<file path="config.mk">
export PLATFORM = sky130hd
export DESIGN_NAME = mrurp_victim
export DESIGN_NICKNAME = d
export VERILOG_FILES = /design/src/rtl/mrurp_pkg.sv /design/src/rtl/mrurp_victim.sv
export SDC_FILE = /design/constraint.sdc
export NUM_CORES = 1
export LEC_CHECK = 0
export BUFFER_PORTS_ARGS = -buffer_cell sky130_fd_sc_hd__buf_2
export CAP_MARGIN = 20
export CELL_PAD_IN_SITES_DETAIL_PLACEMENT = 1
export CELL_PAD_IN_SITES_GLOBAL_PLACEMENT = 2
export CORE_UTILIZATION = 27
export DETAILED_ROUTE_END_ITERATION = 10
export GPL_ROUTABILITY_DRIVEN = 1
export PLACE_DENSITY = 0.78
export SYNTH_ARGS = -nofsm -noshare
export SYNTH_HDL_FRONTEND = slang
export SYNTH_SLANG_ARGS = --single-unit
</file>
<file path="constraint.sdc">
create_clock -name vclk -period 11.06
set_input_delay 2.212 -clock vclk [all_inputs]
set_output_delay 2.212 -clock vclk [all_outputs]
set_load 0.01 [all_outputs]
</file>
<file path="src/rtl/mrurp_pkg.sv">
package mrurp_pkg;

    localparam int SETS       = 64;
    localparam int WAYS       = 8;
    localparam int STAMP_BITS = 32;

    // field widths of the stream items
    localparam int OP_BITS   = 2;
    localparam int SET_BITS  = 6;
    localparam int WAY_BITS  = 3;
    localparam int WIU_BITS  = 4;
    localparam int WIU_RESET = 8;

    typedef logic [STAMP_BITS-1:0] stamp_t;

    typedef struct packed {
        stamp_t                clock;
        stamp_t [WAYS-1:0]     stamps;
    } row_t;

    typedef enum logic [OP_BITS-1:0] {
        OP_TOUCH  = 2'd0,
        OP_VICTIM = 2'd1,
        OP_CLEAR  = 2'd2
    } op_t;

    typedef enum logic {
        ST_IDLE,
        ST_EXEC
    } state_t;

endpackage

</file>
<file path="src/rtl/mrurp_victim.sv">
module mrurp_victim (
    input  mrurp_pkg::stamp_t [mrurp_pkg::WAYS-1:0] stamps,
    input  logic [mrurp_pkg::WIU_BITS-1:0]          limit,
    output logic [mrurp_pkg::WAY_BITS-1:0]          victim
);

    localparam int LVLS  = mrurp_pkg::WAY_BITS;
    localparam int NODES = 2 ** LVLS;

    mrurp_pkg::stamp_t             val [LVLS+1][NODES];
    logic [mrurp_pkg::WAY_BITS-1:0] idx [LVLS+1][NODES];

    // max tree; the right branch wins only when strictly greater, so ties
    // fall to the lower way and an all-zero set gives way 0
    always_comb begin
        for (int l = 0; l <= LVLS; l++) begin
            for (int n = 0; n < NODES; n++) begin
                val[l][n] = '0;
                idx[l][n] = '0;
            end
        end
        for (int n = 0; n < NODES; n++) begin
            if (n < mrurp_pkg::WAYS && n < int'(limit)) begin
                val[0][n] = stamps[n];
            end
            idx[0][n] = mrurp_pkg::WAY_BITS'(n);
        end
        for (int l = 0; l < LVLS; l++) begin
            for (int n = 0; n < (NODES >> (l + 1)); n++) begin
                if (val[l][2*n+1] > val[l][2*n]) begin
                    val[l+1][n] = val[l][2*n+1];
                    idx[l+1][n] = idx[l][2*n+1];
                end else begin
                    val[l+1][n] = val[l][2*n];
                    idx[l+1][n] = idx[l][2*n];
                end
            end
        end
        victim = idx[LVLS][0];
    end

endmodule

</file>
[Yosys cells after proc, flatten, opt, wreduce, memory -nomap -nowiden]
Index checks and enable logic that the tools add are counted.
W data, S select, Z words.
Storage, ports and cells
  register bits after elaboration: 0
  logic and storage cells: 36
Cells by class
  order comparisons: 15
  mux-type cells: 21
Operators by type and width (count)
  $mux W32: 14
  $gt A32 B32 Y1: 7
  $lt A3 B4 Y1 const A: 4
  $mux W3: 3
  $lt A1 B4 Y1 const A: 2
  $lt A2 B4 Y1 const A: 2
  $mux W1: 4

[Logic depth before layout (Yosys ltp)]
  depth after elaboration: 8
  depth in mapped cells: 32
  gate-level depth less buffers: 27

[Worst setup path before layout]
Ideal clock, no wire load.
  path kind: in2out
  start point: input limit[3] (netlist bit)
  end point: output victim[0] (netlist bit)
  data arrival time: 8819 ps
  required time: 8848 ps
  path slack: 29 ps
  stages on the path: 32
  cells stage by stage: clkbuf_1 > or3_1 > clkbuf_1 > or2_2 > clkbuf_1 > clkbuf_1 > nand2_1 > ha_1 > a21oi_1 > nand2_1 > a221o_1 > o31a_1 > o21ai_2 > buf_2 > mux2i_1 > inv_1 > ha_1 > nand4_1 > or4_1 > nor4_1 > o22ai_1 > nor2_4 > buf_4 > mux2i_1 > ha_1 > a21o_1 > a21o_1 > a21oi_1 > o22ai_1 > o31ai_1 > nand2_1 > mux2_2
On the way
  cells in the longest elaborated chain, start to end: 8
  elaborated cells on any way between the ends: 36
  classes of those cells: order compare: 15; mux: 21
RTL lines
  start: declaration: RTL line mrurp_victim.sv:3  | input logic [mrurp_pkg::WIU_BITS-1:0] limit,
  $lt A3 B4 Y1, or another cell as far along: RTL line mrurp_victim.sv:23  | if (n < mrurp_pkg::WAYS && n < int'(limit)) begin
  $mux W32: RTL line mrurp_victim.sv:23
  $gt A32 B32 Y1: RTL line mrurp_victim.sv:30  | if (val[l][2*n+1] > val[l][2*n]) begin
  $mux W32: RTL line mrurp_victim.sv:30
  $gt A32 B32 Y1: RTL line mrurp_victim.sv:30
  $mux W32: RTL line mrurp_victim.sv:30
  $gt A32 B32 Y1: RTL line mrurp_victim.sv:30
  $mux W3 (*): RTL line mrurp_victim.sv:30
  end: declaration: RTL line mrurp_victim.sv:4  | output logic [mrurp_pkg::WAY_BITS-1:0] victim
Every way passes the cells marked *; elsewhere a longest branch is shown, timed or not.

[Worst setup path in the final report]
Same ends and word-level chain as after synthesis.

==> summary.md <==
| Metric | Value |
|---|---|
| Layout Utilization | `0.4541` |
| Hold WC Path Type | `input pin to output port` |
| Hold buffers post-CTS | `0` |
| Area growth syn-to-layout | `65.90%` |
| RSZ-0062 raised after global routing | `yes` |
| Seq_cells | `0` |
| Final Cell Area | `14740 um2` |
| Pin slew with the least headroom to its limit | `0.4346 ns` |
| WS Path Type | `input pin to output port` |
| P per Cell Area | `91.78 nW/um2` |
| Layout cells sized above 1 | `0.4580` |
| Ant diodes | `0` |
| # clk buffers | `0` |
| Input/output buffers | `263` |
| Syn Inst Count | `1275` |
| Post-synthesis sequential area ratio | `0` |
| Routed Antenna Nets | `0` |
| Global-route wire length before repair | `57640 um` |
| Yosys warnings | `0` |
| Vias/cell | `4.921` |
| Total die area | `33630 um2` |
| Peak Freq | `88.79 MHz` |
| Initial cell density of the core | `0.2737` |
| Std cell rows | `66` |
| Tmin final | `11.26 ns` |
| Min-delay src | `stamps[191]` |
| Total core area | `32450 um2` |
| Bufs and invs on worst path | `9` |
| Total global routing overflow | `0` |
| Setup-failing EPs final | `3` |
| Dpl hpwl | `31960 um` |
| Syn avg cell area | `6.967 um2` |
| Leakage | `8.267 nW` |
| Initial antenna violation count | `3` |
| Wire length per cell | `18.28 um` |
| Nets | `2261` |
| Slew headroom | `0.7028` |
| Die span in x | `183.4 um` |
| Fin worst setup slack | `-0.2026 ns` |
| Reg area | `0 um2` |
| CP Launch Type | `input pin` |
| Worst Hold End | `victim[2]` |
| Residual DRC count | `0` |
| Overall routed net length | `40530 um` |
| Synth Cell Area | `8884 um2` |
| Worst EP required | `8.85 ns` |
| Hold Crit Depth | `12` |
| WHS | `5.724 ns` |
| Vias in the first global route | `11430` |
| Critical path arrival | `9.05 ns` |
| Syn Nets | `1759` |
| Final Max Slew Viols | `0` |
| TritonRoute pass-1 iters | `4` |
| Critical path endpoint category | `output port` |
| CP Max Fanout | `17` |
| Top delay family on crit path | `compound AO/OA/AOI/OAI gates` |
| Final count of hold timing violations | `0` |
| Placer Congestion | `0.8747` |
| Largest net degree at the start of global routing | `33` |
| Post-synth cell types | `47` |
| Die H | `183.4 um` |
| Violated checks | `negative setup slack` |
| # IOs | `263` |
| Gr usage total | `0.2138` |
| Final Cycle Share | `1.018` |
| Crit path largest cell delay | `0.41 ns` |
| Status | `complete, but fails checks` |
| Total number of vias | `10910` |
| Total of max-cap violations | `0` |
| Critical Path Slowest Stage Cell | `or3_4` |
| VDD IR max | `0.00004267 V` |
| Dpl cell area | `12390 um2` |
| DRT iter0 DRCs | `278` |
## cell usage after synthesis (12+ instances only)
cell / n / share of area
nand3_1: 22 / 0.012
a21oi_1: 79 / 0.045
mux2_2: 33 / 0.042
nand4_1: 47 / 0.033
nor2_1: 12 / 0.0051
ha_1: 224 / 0.32
mux2i_1: 163 / 0.18
clkbuf_1: 27 / 0.011
a221oi_1: 14 / 0.014
a21o_1: 19 / 0.016
nand2_1: 305 / 0.13
inv_1: 200 / 0.085
o21ai_0: 24 / 0.014
## metrics by stage
step	setup WS [ns]	total power, W	cells	setup TNS [ns]
after CTS	-0.09330	0.001135	2186	-0.1681
after global placement	-0.3119	0.0009760	2164	-0.7144
final	-0.2026	0.001353	2217	-0.4241
after global routing	-0.4528	0.001466	2217	-1.193
after floorplan	0.02870	0.0006090	1275	0
after detailed placement	-0.5343	0.001017	2164	-1.394
## cell type report
class	instances	area, um2
fillers	3997	17720
multi-input cells	1029	9489
repair buffers	546	3945
inverters	200	750.7
well taps	442	553.0
## worst max path at each step
| stage | from | to | slack [ns] | cells after the start |
|---|---|---|---|---|
| 6_report | limit[3] | victim[0] | -0.20 | 33 |
| 5_1_grt | limit[3] | victim[0] | -0.45 | 33 |
| 4_1_cts | limit[3] | victim[0] | -0.09 | 34 |
| 3_5_place_dp | limit[3] | victim[0] | -0.53 | 32 |
| 3_3_place_gp | limit[3] | victim[0] | -0.31 | 32 |
| 2_1_floorplan | limit[3] | victim[0] | 0.03 | 32 |
## per-layer routing
metal	GRT usage	routed length, um
met1	0.2890	18630
met4	0.03600	841
met3	0.01172	1336
met5	0	34
met2	0.3759	19680
## power breakdown
| group | total, W | leakage [nW] | internal, W | switching (W) |
|---|---|---|---|---|
| clock network | 0 | 0 | 0 | 0 |
| logic | 0.00135 | 8.27 | 0.000709 | 0.000644 |
| registers | 0 | 0 | 0 | 0 |
## logic make-up after synthesis
logic type | Yosys count | share of synthesized area
buf+inv | 246 | 0.1156
fa+ha+maj | 224 | 0.3155
compound gates | 176 | 0.1266
simple gates | 433 | 0.2168
mux | 196 | 0.2255
## repair_timing
item | CTS | global route
setup endpoints to repair | 3 | 3
endpoints found under the hold margin | 0 | 0
pin swaps | 23 | 51
setup buffers | 18 | 28
resized for setup | 113 | 230
cloned | 4 | 7
## cells in the final DEF (no fill, tap or decap), types with 5 or more instances in the layout
cell type / synthesis / routed
nor3_2: 0 / 5
buf_12: 0 / 21
a21oi_1: 79 / 63
mux2i_4: 0 / 40
and4_1: 9 / 8
nand2_4: 0 / 8
o21ai_1: 2 / 9
o211ai_1: 6 / 6
a21o_1: 19 / 17
nor2b_1: 8 / 7
nor2_1: 12 / 10
a21oi_2: 0 / 16
ha_4: 0 / 34
mux2_4: 0 / 8
nand2_2: 0 / 28
mux2i_1: 163 / 77
nand4_1: 47 / 47
ha_1: 224 / 190
mux2_2: 33 / 25
buf_4: 5 / 237
nand2_1: 305 / 268
clkbuf_16: 0 / 7
buf_2: 2 / 258
a221oi_2: 0 / 10
nand3_1: 22 / 22
inv_1: 200 / 196
mux2i_2: 0 / 46
o21ai_0: 24 / 13
buf_6: 11 / 21
(Power assumes the default switching activity.)
